[src/sv/daily_light_schedule_interpolator_top_defines.svh]
// assertion macros for the daily light schedule interpolator
// used by the top level, expects clk and arst_n in scope
`ifndef DAILY_LIGHT_SCHEDULE_INTERPOLATOR_TOP_DEFINES_SVH
`define DAILY_LIGHT_SCHEDULE_INTERPOLATOR_TOP_DEFINES_SVH
`ifndef SYNTH
`define DLSI_ASSERT(lbl, prop, msg) \
	lbl: assert property (@(posedge clk) disable iff (!arst_n) prop) else $error(msg);
`define DLSI_ASSERT_NEXT(lbl, ante, cons, msg) \
	lbl: assert property (@(posedge clk) disable iff (!arst_n) (ante) |=> (cons)) else $error(msg);
`else
`define DLSI_ASSERT(lbl, prop, msg)
`define DLSI_ASSERT_NEXT(lbl, ante, cons, msg)
`endif
`endif

[src/sv/dlsi_pkg.sv]
// shared types and constants for the daily light schedule interpolator
// no dependencies
`default_nettype none
package dlsi_pkg;
	localparam int MAX_POINTS = 16;
	localparam int IDX_W = $clog2(MAX_POINTS + 1);
	localparam int ADDR_W = $clog2(MAX_POINTS);
	localparam int MIN_W = 11;
	localparam int LVL_W = 8;
	localparam int TOD_W = 17;
	localparam int SEC_W = 17;
	localparam int TD_W = 18;
	localparam int MUL_W = 27;
	localparam int NUM_W = 29;
	localparam int DIV_W = 56;
	localparam int QUO_W = 26;
	localparam int CNT_W = 5;
	localparam int DAY_SECONDS = 24 * 60 * 60;
	localparam int FULL_LEVEL = 255;

	localparam logic [1:0] FUNC_WRITE = 2'd0;
	localparam logic [1:0] FUNC_EVAL = 2'd1;
	localparam logic [1:0] FUNC_REWIND = 2'd2;

	localparam logic REG_FADE = 1'b0;
	localparam logic REG_COUNT = 1'b1;

	typedef struct packed {
		logic [MIN_W-1:0] minutes;
		logic [LVL_W-1:0] level;
	} point_t;

	typedef struct packed {
		logic busy;
		logic done;
	} div_stat_t;

	function automatic logic [SEC_W-1:0] min_to_sec(input logic [MIN_W-1:0] m);
		logic [SEC_W-1:0] mx;
		mx = SEC_W'(m);
		return (mx << 6) - (mx << 2);
	endfunction
endpackage
`default_nettype wire

[src/sv/dlsi_divider.sv]
// compare and subtract divider, one quotient bit per cycle
// saturating 8 bit quotient, or low 8 bits of the full quotient in wrap mode
// depends on dlsi_pkg
`default_nettype none
module dlsi_divider (
	input  wire logic                       clk,
	input  wire logic                       arst_n,
	input  wire logic                       start,
	input  wire logic                       wrap,
	input  wire logic [dlsi_pkg::DIV_W-1:0] dividend,
	input  wire logic [dlsi_pkg::DIV_W-1:0] divisor,
	output logic      [dlsi_pkg::LVL_W-1:0] quotient,
	output dlsi_pkg::div_stat_t             stat
);
	import dlsi_pkg::*;

	typedef enum logic [1:0] {
		DV_IDLE,
		DV_CHECK,
		DV_STEP
	} dv_state_t;

	localparam int K_W = $clog2(QUO_W);
	localparam int B_W = $clog2(LVL_W);

	dv_state_t            state_q;
	logic [DIV_W-1:0]     rem_q;
	logic [DIV_W-1:0]     den_q;
	logic [LVL_W-1:0]     q_q;
	logic [K_W-1:0]       k_q;
	logic                 wrap_q;
	logic                 done_q;
	logic [DIV_W-1:0]     shifted;
	logic [DIV_W-1:0]     sat_lim;

	assign shifted = den_q << k_q;
	assign sat_lim = den_q << LVL_W;

	always_ff @(posedge clk or negedge arst_n) begin
		if (!arst_n) begin
			state_q <= DV_IDLE;
			rem_q <= '0;
			den_q <= '0;
			q_q <= '0;
			k_q <= '0;
			wrap_q <= 1'b0;
			done_q <= 1'b0;
		end else begin
			done_q <= 1'b0;
			unique case (state_q)
				DV_IDLE: begin
					if (start) begin
						rem_q <= dividend;
						den_q <= divisor;
						wrap_q <= wrap;
						q_q <= '0;
						state_q <= DV_CHECK;
					end
				end
				DV_CHECK: begin
					if (!wrap_q && (rem_q >= sat_lim)) begin
						q_q <= LVL_W'(FULL_LEVEL);
						done_q <= 1'b1;
						state_q <= DV_IDLE;
					end else begin
						k_q <= wrap_q ? K_W'(QUO_W - 1) : K_W'(LVL_W - 1);
						state_q <= DV_STEP;
					end
				end
				DV_STEP: begin
					if (rem_q >= shifted) begin
						rem_q <= rem_q - shifted;
						if (k_q < K_W'(LVL_W))
							q_q[k_q[B_W-1:0]] <= 1'b1;
					end
					if (k_q == '0) begin
						done_q <= 1'b1;
						state_q <= DV_IDLE;
					end else begin
						k_q <= k_q - K_W'(1);
					end
				end
				default: state_q <= DV_IDLE;
			endcase
		end
	end

	assign quotient = q_q;
	assign stat.busy = (state_q != DV_IDLE);
	assign stat.done = done_q;
endmodule
`default_nettype wire

[src/sv/daily_light_schedule_interpolator_top.sv]
// daily light schedule interpolator, top level with sequencer and point table
// depends on dlsi_pkg, dlsi_divider and the assertion macro header
//
// channel   dir  handshake                 payload
// s_*       in   s_tvalid / s_tready       tuser: func; tdata: index, minutes, level, time
// m_*       out  m_tvalid / m_tready       tdata: light_value
// apb       in   psel & penable & pwrite   fade_mode at 0x0, point_count at 0x4
//
// a write or an ignored code keeps the sequencer idle, a rewind goes through ST_REWIND first
// an evaluate keeps s_tready low longer the more the cursor moves, longer still when the
// count is above one, in fade mode or for a negative linear time difference, and shorter
// when the quotient saturates; set by the single table read port, the shared multiplier
// and the bit-serial divider; a zero difference or negative linear level skips on
// a result waiting in the output register stalls the sequencer; reset sets cursor to 1
`default_nettype none
`include "daily_light_schedule_interpolator_top_defines.svh"
module daily_light_schedule_interpolator_top (
	input  wire logic        clk,
	input  wire logic        arst_n,
	input  wire logic        s_tvalid,
	output logic             s_tready,
	// [4:0] point_index, [15:5] point_minutes, [23:16] point_level, [40:24] time_of_day
	input  wire logic [47:0] s_tdata,
	// [1:0] func
	input  wire logic [1:0]  s_tuser,
	output logic             m_tvalid,
	input  wire logic        m_tready,
	// [7:0] light_value
	output logic [7:0]       m_tdata,
	input  wire logic        psel,
	input  wire logic        penable,
	input  wire logic        pwrite,
	input  wire logic [2:0]  paddr,
	input  wire logic [31:0] pwdata,
	output logic [31:0]      prdata,
	output logic             pready
);
	import dlsi_pkg::*;

	typedef enum logic [3:0] {
		ST_IDLE,
		ST_REWIND,
		ST_CHECK,
		ST_RD_PREV,
		ST_RD_NEXT,
		ST_SETUP,
		ST_MUL_A,
		ST_MUL_B,
		ST_SIGN,
		ST_SQ_MAG,
		ST_SQ_TD,
		ST_SCALE,
		ST_DIV_GO,
		ST_DIV_WAIT,
		ST_FINISH
	} state_t;

	state_t              state_q;
	logic                fade_q;
	logic [CNT_W-1:0]    count_q;
	point_t              mem_q [MAX_POINTS];
	point_t              rd_q;
	logic [ADDR_W-1:0]   rd_addr;
	logic [IDX_W-1:0]    cursor_q;
	logic [IDX_W-1:0]    nxt_q;
	point_t              prev_q;
	point_t              next_q;
	logic [TOD_W-1:0]    t_q;
	logic [IDX_W-1:0]    cnt_q;
	logic [IDX_W-1:0]    moves_q;
	logic [TD_W-1:0]     td_q;
	logic [TD_W-1:0]     prog_q;
	logic                dneg_q;
	logic [LVL_W-1:0]    dmag_q;
	logic [LVL_W-1:0]    plev_q;
	logic [NUM_W-1:0]    acc_q;
	logic [NUM_W-1:0]    num_q;
	logic [MUL_W-1:0]    mag_q;
	logic [DIV_W-1:0]    dvd_q;
	logic [DIV_W-1:0]    dvs_q;
	logic [LVL_W-1:0]    res_q;
	logic                m_valid_q;
	logic [LVL_W-1:0]    m_data_q;

	logic [1:0]          in_func;
	logic [4:0]          in_index;
	logic [MIN_W-1:0]    in_minutes;
	logic [LVL_W-1:0]    in_level;
	logic [TOD_W-1:0]    in_tod;
	logic                accept;
	logic                cfg_wr;
	logic                idx_ok;
	logic [IDX_W-1:0]    used_cnt;
	logic                out_load;

	logic [IDX_W:0]      c1;
	logic [IDX_W-1:0]    adv_cur;
	logic [IDX_W-1:0]    adv_nxt;
	logic [SEC_W-1:0]    p_sec;
	logic [SEC_W-1:0]    n_sec;
	logic                in_int;
	logic [TD_W-1:0]     td_c;
	logic [TD_W-1:0]     prog_c;
	logic [TD_W-1:0]     td_abs;

	logic signed [MUL_W-1:0]   td_sx;
	logic signed [MUL_W-1:0]   prog_sx;
	logic signed [MUL_W-1:0]   mul_a;
	logic signed [MUL_W-1:0]   mul_b;
	logic signed [2*MUL_W-1:0] prod;
	logic [NUM_W-1:0]    num_c;
	logic [NUM_W-1:0]    mag_c;

	logic                div_start;
	logic                div_wrap;
	logic [LVL_W-1:0]    div_q;
	div_stat_t           div_st;

	assign in_func = s_tuser;
	assign in_index = s_tdata[4:0];
	assign in_minutes = s_tdata[15:5];
	assign in_level = s_tdata[23:16];
	assign in_tod = s_tdata[40:24];

	assign s_tready = (state_q == ST_IDLE);
	assign accept = s_tvalid && s_tready;
	assign idx_ok = (32'(in_index) >= 1) && (32'(in_index) <= MAX_POINTS);

	// configuration registers
	assign pready = 1'b1;
	assign cfg_wr = psel && penable && pwrite && pready;

	always_ff @(posedge clk or negedge arst_n) begin
		if (!arst_n) begin
			fade_q <= 1'b0;
			count_q <= '0;
		end else if (cfg_wr) begin
			unique case (paddr[2])
				REG_FADE:  fade_q <= pwdata[0];
				REG_COUNT: count_q <= pwdata[CNT_W-1:0];
				default:   ;
			endcase
		end
	end

	always_comb begin
		unique case (paddr[2])
			REG_FADE:  prdata = {31'd0, fade_q};
			REG_COUNT: prdata = {{(32-CNT_W){1'b0}}, count_q};
			default:   prdata = '0;
		endcase
	end

	assign used_cnt = (32'(count_q) > MAX_POINTS) ? IDX_W'(MAX_POINTS) : IDX_W'(count_q);

	// point table, one write and one registered read port
	always_comb begin
		priority case (state_q)
			ST_CHECK:   rd_addr = ADDR_W'(adv_cur - IDX_W'(1));
			ST_RD_PREV: rd_addr = ADDR_W'(nxt_q - IDX_W'(1));
			default:    rd_addr = '0;
		endcase
	end

	always_ff @(posedge clk) begin
		if (accept && in_func == FUNC_WRITE && idx_ok)
			mem_q[ADDR_W'(in_index - 5'd1)] <= '{minutes: in_minutes, level: in_level};
		rd_q <= mem_q[rd_addr];
	end

	// cursor move
	assign c1 = {1'b0, cursor_q} + (IDX_W+1)'(1);

	always_comb begin
		if (c1 < {1'b0, cnt_q}) begin
			adv_cur = IDX_W'(c1);
			adv_nxt = IDX_W'(c1 + (IDX_W+1)'(1));
		end else if (c1 == {1'b0, cnt_q}) begin
			adv_cur = IDX_W'(c1);
			adv_nxt = IDX_W'(1);
		end else if (cursor_q == cnt_q) begin
			adv_cur = IDX_W'(1);
			adv_nxt = IDX_W'(2);
		end else begin
			adv_cur = cursor_q;
			adv_nxt = IDX_W'(1);
		end
	end

	assign p_sec = min_to_sec(prev_q.minutes);
	assign n_sec = min_to_sec(next_q.minutes);

	assign in_int = ((p_sec <= t_q) && (n_sec > t_q)) ||
		((p_sec <= t_q) && (n_sec < p_sec)) ||
		((p_sec > t_q) && (n_sec > t_q) && (p_sec > n_sec));

	// time difference and progress are signed, minutes past a day can make them negative
	assign td_c = (p_sec > n_sec) ?
		TD_W'(n_sec) + TD_W'(DAY_SECONDS) - TD_W'(p_sec) :
		TD_W'(n_sec) - TD_W'(p_sec);
	assign prog_c = (t_q >= p_sec) ?
		TD_W'(t_q) - TD_W'(p_sec) :
		TD_W'(t_q) + TD_W'(DAY_SECONDS) - TD_W'(p_sec);

	assign td_sx = {{(MUL_W-TD_W){td_q[TD_W-1]}}, td_q};
	assign prog_sx = {{(MUL_W-TD_W){prog_q[TD_W-1]}}, prog_q};
	assign td_abs = td_q[TD_W-1] ? (~td_q + TD_W'(1)) : td_q;

	// shared multiplier
	always_comb begin
		priority case (state_q)
			ST_MUL_A: begin
				mul_a = MUL_W'(plev_q);
				mul_b = td_sx;
			end
			ST_MUL_B: begin
				mul_a = prog_sx;
				mul_b = MUL_W'(dmag_q);
			end
			ST_SQ_MAG: begin
				mul_a = mag_q;
				mul_b = mag_q;
			end
			ST_SQ_TD: begin
				mul_a = td_sx;
				mul_b = td_sx;
			end
			default: begin
				mul_a = '0;
				mul_b = '0;
			end
		endcase
	end

	assign prod = mul_a * mul_b;
	assign num_c = dneg_q ? acc_q - prod[NUM_W-1:0] : acc_q + prod[NUM_W-1:0];
	assign mag_c = num_q[NUM_W-1] ? (~num_q + NUM_W'(1)) : num_q;

	assign div_start = (state_q == ST_DIV_GO);
	// a negative linear divisor needs the wrapped low bits of the full quotient
	assign div_wrap = !fade_q && td_q[TD_W-1];

	dlsi_divider u_div (
		.clk      (clk),
		.arst_n   (arst_n),
		.start    (div_start),
		.wrap     (div_wrap),
		.dividend (dvd_q),
		.divisor  (dvs_q),
		.quotient (div_q),
		.stat     (div_st)
	);

	assign out_load = (state_q == ST_FINISH) && (!m_valid_q || m_tready);

	always_ff @(posedge clk or negedge arst_n) begin
		if (!arst_n) begin
			state_q <= ST_IDLE;
			cursor_q <= IDX_W'(1);
			nxt_q <= IDX_W'(1);
			prev_q <= '0;
			next_q <= '0;
			t_q <= '0;
			cnt_q <= '0;
			moves_q <= '0;
			td_q <= '0;
			prog_q <= '0;
			dneg_q <= 1'b0;
			dmag_q <= '0;
			plev_q <= '0;
			acc_q <= '0;
			num_q <= '0;
			mag_q <= '0;
			dvd_q <= '0;
			dvs_q <= '0;
			res_q <= '0;
			m_valid_q <= 1'b0;
			m_data_q <= '0;
		end else begin
			if (out_load) begin
				m_valid_q <= 1'b1;
				m_data_q <= res_q;
			end else if (m_tready) begin
				m_valid_q <= 1'b0;
			end
			unique case (state_q)
				ST_IDLE: begin
					if (accept) begin
						unique case (in_func)
							FUNC_EVAL: begin
								t_q <= in_tod;
								cnt_q <= used_cnt;
								moves_q <= '0;
								state_q <= (used_cnt > IDX_W'(1)) ? ST_CHECK : ST_SETUP;
							end
							FUNC_REWIND: begin
								cursor_q <= IDX_W'(1);
								state_q <= ST_REWIND;
							end
							default: ;
						endcase
					end
				end
				ST_REWIND: begin
					prev_q <= rd_q;
					next_q <= rd_q;
					state_q <= ST_IDLE;
				end
				ST_CHECK: begin
					if (in_int || moves_q == cnt_q) begin
						state_q <= ST_SETUP;
					end else begin
						cursor_q <= adv_cur;
						nxt_q <= adv_nxt;
						state_q <= ST_RD_PREV;
					end
				end
				ST_RD_PREV: begin
					prev_q <= rd_q;
					state_q <= ST_RD_NEXT;
				end
				ST_RD_NEXT: begin
					next_q <= rd_q;
					moves_q <= moves_q + IDX_W'(1);
					state_q <= ST_CHECK;
				end
				ST_SETUP: begin
					td_q <= td_c;
					prog_q <= prog_c;
					plev_q <= prev_q.level;
					dneg_q <= (next_q.level < prev_q.level);
					dmag_q <= (next_q.level < prev_q.level) ?
						prev_q.level - next_q.level : next_q.level - prev_q.level;
					if (td_c == '0) begin
						res_q <= prev_q.level;
						state_q <= ST_FINISH;
					end else begin
						state_q <= ST_MUL_A;
					end
				end
				ST_MUL_A: begin
					acc_q <= prod[NUM_W-1:0];
					state_q <= ST_MUL_B;
				end
				ST_MUL_B: begin
					num_q <= num_c;
					state_q <= ST_SIGN;
				end
				ST_SIGN: begin
					mag_q <= mag_c[MUL_W-1:0];
					if (fade_q) begin
						state_q <= ST_SQ_MAG;
					end else if (num_q[NUM_W-1]) begin
						res_q <= '0;
						state_q <= ST_FINISH;
					end else begin
						dvd_q <= DIV_W'(mag_c);
						dvs_q <= DIV_W'(td_abs);
						state_q <= ST_DIV_GO;
					end
				end
				ST_SQ_MAG: begin
					dvd_q <= DIV_W'(prod);
					state_q <= ST_SQ_TD;
				end
				ST_SQ_TD: begin
					dvs_q <= DIV_W'(prod);
					state_q <= ST_SCALE;
				end
				ST_SCALE: begin
					dvs_q <= (dvs_q << LVL_W) - dvs_q;
					state_q <= ST_DIV_GO;
				end
				ST_DIV_GO: begin
					state_q <= ST_DIV_WAIT;
				end
				ST_DIV_WAIT: begin
					if (div_st.done) begin
						res_q <= div_wrap ? (~div_q + LVL_W'(1)) : div_q;
						state_q <= ST_FINISH;
					end
				end
				ST_FINISH: begin
					if (out_load)
						state_q <= ST_IDLE;
				end
				default: state_q <= ST_IDLE;
			endcase
		end
	end

	assign m_tvalid = m_valid_q;
	assign m_tdata = m_data_q;

	`DLSI_ASSERT(a_ready_div_idle, s_tready |-> !div_st.busy, "ready while divider busy")
	`DLSI_ASSERT(a_moves_cap, (state_q == ST_CHECK) |-> (moves_q <= cnt_q), "walk past count")
	`DLSI_ASSERT(a_cursor_range, (cursor_q != '0) && (32'(cursor_q) <= MAX_POINTS), "bad cursor")
	`DLSI_ASSERT_NEXT(a_div_to_finish, div_st.done, state_q == ST_FINISH, "quotient dropped")
endmodule
`default_nettype wire
[config.mk]
export PLATFORM = sky130hd
export DESIGN_NAME = daily_light_schedule_interpolator_top
export DESIGN_NICKNAME = d
export VERILOG_FILES = /design/src/sv/dlsi_pkg.sv /design/src/sv/dlsi_divider.sv /design/src/sv/daily_light_schedule_interpolator_top.sv
export VERILOG_INCLUDE_DIRS = /design/src /design/src/sv
export SDC_FILE = /design/constraint.sdc
export NUM_CORES = 2
export LEC_CHECK = 0
export BUFFER_PORTS_ARGS = -buffer_cell sky130_fd_sc_hd__buf_2
export CAP_MARGIN = 5
export CORE_UTILIZATION = 48
export CTS_CLUSTER_DIAMETER = 200
export DETAILED_ROUTE_END_ITERATION = 8
export HOLD_SLACK_MARGIN = 0.05
export PLACE_DENSITY = 0.7
export SETUP_SLACK_MARGIN = 0.02
export SLEW_MARGIN = 25
export SYNTH_ARGS = -nofsm -noshare
export SYNTH_HDL_FRONTEND = slang
export SYNTH_HIERARCHICAL = 1
export SYNTH_SLANG_ARGS = --single-unit
[constraint.sdc]
create_clock -name clk -period 13.1 [get_ports clk]
set_clock_uncertainty 0.1 [all_clocks]
set_input_delay 2.62 -clock clk [delete_from_list [all_inputs] [get_ports clk]]
set_output_delay 2.62 -clock clk [all_outputs]
set_load 0.005 [all_outputs]
==> results.env <==
WORSTSETUPSTARTPOINT='state_q[3]'
CTS_INSERTED_BUFFERS=85
SYNTH_COMPOUND_AREA_FRAC=0.140
TOP_LEVEL_PORTS=135
FLOORPLAN.CORE_AREA_SQ_UM=159000
YOSYSWARNINGCOUNT=6
FIRST_GLOBAL_VIAS=60900
SYNTH_TOP_CELL_BY_AREA='sky130_fd_sc_hd__fa_1'
START_UTIL=0.486
SYNTH_CELL_TYPES=112
DETAILEDROUTE.FIRSTITERATIONVIOLATIONS=6556
WORSTSETUPSTARTPOINTTYPE='flop'
SYN_INST_COUNT=8364
HOLD_VIOL=0
R2R-START='state_q[3]'
GRT_SETUP_UNREPAIRED='no'
FLOORPLAN.DIE.HEIGHT_UM=403
TIMING.CRITICAL_PATH.MODE_CELL='sky130_fd_sc_hd__fa_1'
CP_SLOWEST_CELL='sky130_fd_sc_hd__nand2_1'
PERIOD_NEEDED_NS=11.74
GRT_START_MAX_NET_PINS=158
CLK_PATH_BUF_DEPTH=3
SYN2LAYOUT_AREA_GROWTH_PCT=7.32
POST_ROUTE_CELLS_DRIVE_ABOVE_1_SHARE=0.0795
ROUTE.ANTENNA.REMAINING_NETS=0
TYPE_OF_THE_WORST_MIN_DELAY_PATH='reg -> reg'
WORSTSETUPPATHTYPE='reg -> reg'
TRITONCTS_CLOCK_TREE='yes'
FIN_HOLD_WS_NS=0.352
CTS_HOLD_REPAIR.BUFFERS=0
CLOCK.FMAX_MHz=85.2
GLOBAL_ROUTE.OVERFLOW_TOTAL=0
SYNTHADDERAREAFRAC=0.281
NUMBER_OF_ENABLE_FLIP_FLOP_CELLS_AFTER_SYNTHESIS=304
WIRELENGTH_MM=245
SYN_AREA_SQ_UM=77400
HTREEDEPTH=3
CLOCK_TRANSITION_AT_THE_REGISTERS_OF_THE_REPORTED_PATHS_NS=0.06
POWER-PER-CELL-AREA_nW_PER_UM2=216
POST-SYNTH-TOP-COUNT-CELL='sky130_fd_sc_hd__nand2_1'
SYNTH_XOR_XNOR_AREA_SHARE=0.0392
INITIAL_ANTENNA_VIOLATION_COUNT=13
FLOORPLAN.DIE_AREA_SQ_UM=163000
OUTCOME='complete, no violations'
IO_BUFFERS=70
REPORT.FINAL.SLEW_VIOL_COUNT=0
P_LEAK_nW=38.9
HPWL_MM=189
GP_CONGESTION=1.02
SYNTHMUXAREASHARE=0.0498
CRITICAL_PATH_REQUIRED_NS=13.57
DRV_CAP=0
YS_DOMINANT_REG_CELL='sky130_fd_sc_hd__dfrtp_1'
TIMING.CRITICAL_PATH.TO_TYPE='flop'
POSTSYNTHAREAPERCELL_SQ_UM=9.25
SYNTH_TOP_AREA_FRAC=0.204
CTS.REPAIR.RESIZED=0
SYNTH_TOP_FAMILY_BY_AREA='adder cells'
WORST_PATH_FANOUT_MAX=38
POST-CTS-SETUP-BUFFERS=0
SYNTH_TOP_CELLS_BY_AREA='sky130_fd_sc_hd__fa_1 (20%), sky130_fd_sc_hd__dfrtp_1 (15%), sky130_fd_sc_hd__edfxtp_1 (12%)'
DETAIL_ROUTE.VIAS_PER_CELL=5.91
R2R.WORST_PATH.CELLS=36
DETAILROUTE.VIA_COUNT=61900
HOLD_STARTPOINT='rd_q[7]'
WHS_PATH_DEPTH=1
GR-USAGE-ALL-LAYERS=0.301
SETUP_VIOL=0
DRT_FIRST_PASS_ITERS=7
DIE_X_EXTENT_UM=403
TIMING.SLEW.HEADROOM=0.246
DRCVIOLATIONCOUNT=0
YOSYS.AREA_SHARE.SIMPLE=0.137
WIRE_LENGTH_OF_THE_FIRST_GLOBAL_ROUTING_PASS_MM=373
WORST_PIN_SLEW_NS=1.12
NNETSFINAL=9616
ROW_COUNT=146
POST-ROUTE-PERIOD-UTIL=0.896
SYNTH_SEQUENTIAL_AREA_RATIO=0.277
CTS.SINKS=799
PEAKVDDDROP_mV=0.333
CRITPATHMAXSTAGEDELAY_NS=0.81
ASYNCSETRESETFLOPFRACSYNTH=0.596
CLK-INSERTION-DELAY-LATE_NS=0.74
RRSETUPSLACK_NS=1.36
NUMBER_OF_SYNTHESIZED_REGISTER_BITS=799
CRIT_ARRIVAL_NS=12.21
TNS_NS=0
CTS_ROOT_BUF='sky130_fd_sc_hd__clkbuf_16'
TOP_CELL_TYPES_BY_OCCURRENCE_AFTER_SYNTHESIS='sky130_fd_sc_hd__nand2_1 (1,253), sky130_fd_sc_hd__inv_1 (1,079), sky130_fd_sc_hd__fa_1 (787)'
WL_PER_CELL_UM=23.3
per-stage QoR:
stage	std cells	area (sq um)	total power [mW]	util	setup slack, ns
finish	10500	83000	17.9	0.522	1.36
global route	10500	83000	19.2	0.522	0.789
CTS	10500	82900	17.8	0.521	1.65
detailed placement	10300	80000	15.2	0.503	1.64
global placement	10300	80000	15.0	0.502	1.77
floorplan	8390	77500	12.1	-	3.18
worst max-delay path: cells and delay by family (launching register included):
| kind | cells | cell delay (ns) |
|---|---|---|
| buffers and inverters | 5 | 0.29 |
| XOR/XNOR | 2 | 0.31 |
| adder cells (fa/ha/maj) | 9 | 3.90 |
| AO/OA/AOI/OAI | 11 | 2.35 |
| flip-flops | 1 | 0.74 |
| AND/OR/NAND/NOR | 9 | 3.88 |
report_power, final:
part	internal, mW	switching [mW]	total [mW]
registers	2.89	0.458	3.35
clock network	1.44	1.11	2.55
logic	4.70	7.33	12.0
flip-flops by register name, summed over array words and instances, names as in the netlist, 8 cells and up:
register / count
prev_q: 19
dvd_q: 54
next_q: 19
u_div/den_q: 56
mag_q: 27
m_tdata: 8
prog_q: 18
acc_q: 29
dmag_q: 8
num_q: 29
plev_q: 8
u_div/quotient: 8
t_q: 17
rd_q: 19
td_q: 16
u_div/rem_q: 56
res_q: 8
mem_q: 304
dvs_q: 56
kinds of logic after synthesis:
group / Yosys count
other: 2
DFF: 799
and+or+nand+nor: 2445
AOI/OAI and AO/OA: 1677
adders and majority gates: 1267
xor gates and xnor gates: 346
muxes: 321
buffers and inverters: 1507
path summary, 6_finish.rpt:
check                                  to
max in group asynchronous        acc_q[4]
min in group asynchronous         t_q[10]
worst max-delay path            num_q[28]
worst max register to register  num_q[28]
worst min-delay path            next_q[7]
worst min register to register  next_q[7]
final cells by class:
type                       instances  area (sq um)
multi-input combinational       6084         50400
inverter                        1085          4070
antenna                            9          22.5
tap                             2146          2690
sequential                       799         21400
clock buffer                     114          2370
fill                           14400         76100
clock inverter                    45           611
timing repair buffer             203          1410
per-layer routing:
metal  vias to the layer above  GRT usage  share of wire  wire (um)
li1                      27800          -              -          -
met1                     30800      0.415           0.41     100000
met2                      2869      0.465           0.45     109000
met3                       528     0.0690           0.10      25000
met4                        10      0.110          0.043      10400
met5                         -          0        0.00024         59
cells in the final DEF, fill, tap and decap left out, types with 28 or more instances in the layout:
cell type,instances
sky130_fd_sc_hd__a211oi_1,51
sky130_fd_sc_hd__a21o_1,121
sky130_fd_sc_hd__a21oi_1,435
sky130_fd_sc_hd__a22o_1,36
sky130_fd_sc_hd__a22oi_1,39
sky130_fd_sc_hd__a31oi_1,91
sky130_fd_sc_hd__and2_1,28
sky130_fd_sc_hd__and3_1,41
sky130_fd_sc_hd__buf_2,69
sky130_fd_sc_hd__buf_4,129
sky130_fd_sc_hd__clkbuf_16,85
sky130_fd_sc_hd__conb_1,28
sky130_fd_sc_hd__dfrtp_1,470
sky130_fd_sc_hd__edfxtp_1,304
sky130_fd_sc_hd__fa_1,787
sky130_fd_sc_hd__ha_1,478
sky130_fd_sc_hd__inv_1,1079
sky130_fd_sc_hd__mux2_2,142
sky130_fd_sc_hd__mux2i_1,142
sky130_fd_sc_hd__mux4_2,37
sky130_fd_sc_hd__nand2_1,1251
sky130_fd_sc_hd__nand2b_1,71
sky130_fd_sc_hd__nand3_1,119
sky130_fd_sc_hd__nand4_1,63
sky130_fd_sc_hd__nor2_1,561
sky130_fd_sc_hd__nor2b_1,71
sky130_fd_sc_hd__nor3_1,84
sky130_fd_sc_hd__o21a_1,39
sky130_fd_sc_hd__o21ai_0,431
sky130_fd_sc_hd__o21bai_1,40
sky130_fd_sc_hd__o221ai_1,41
sky130_fd_sc_hd__o22ai_1,30
sky130_fd_sc_hd__o31ai_1,36
sky130_fd_sc_hd__xnor2_1,201
sky130_fd_sc_hd__xor2_1,143
(Power assumes the default switching activity.)
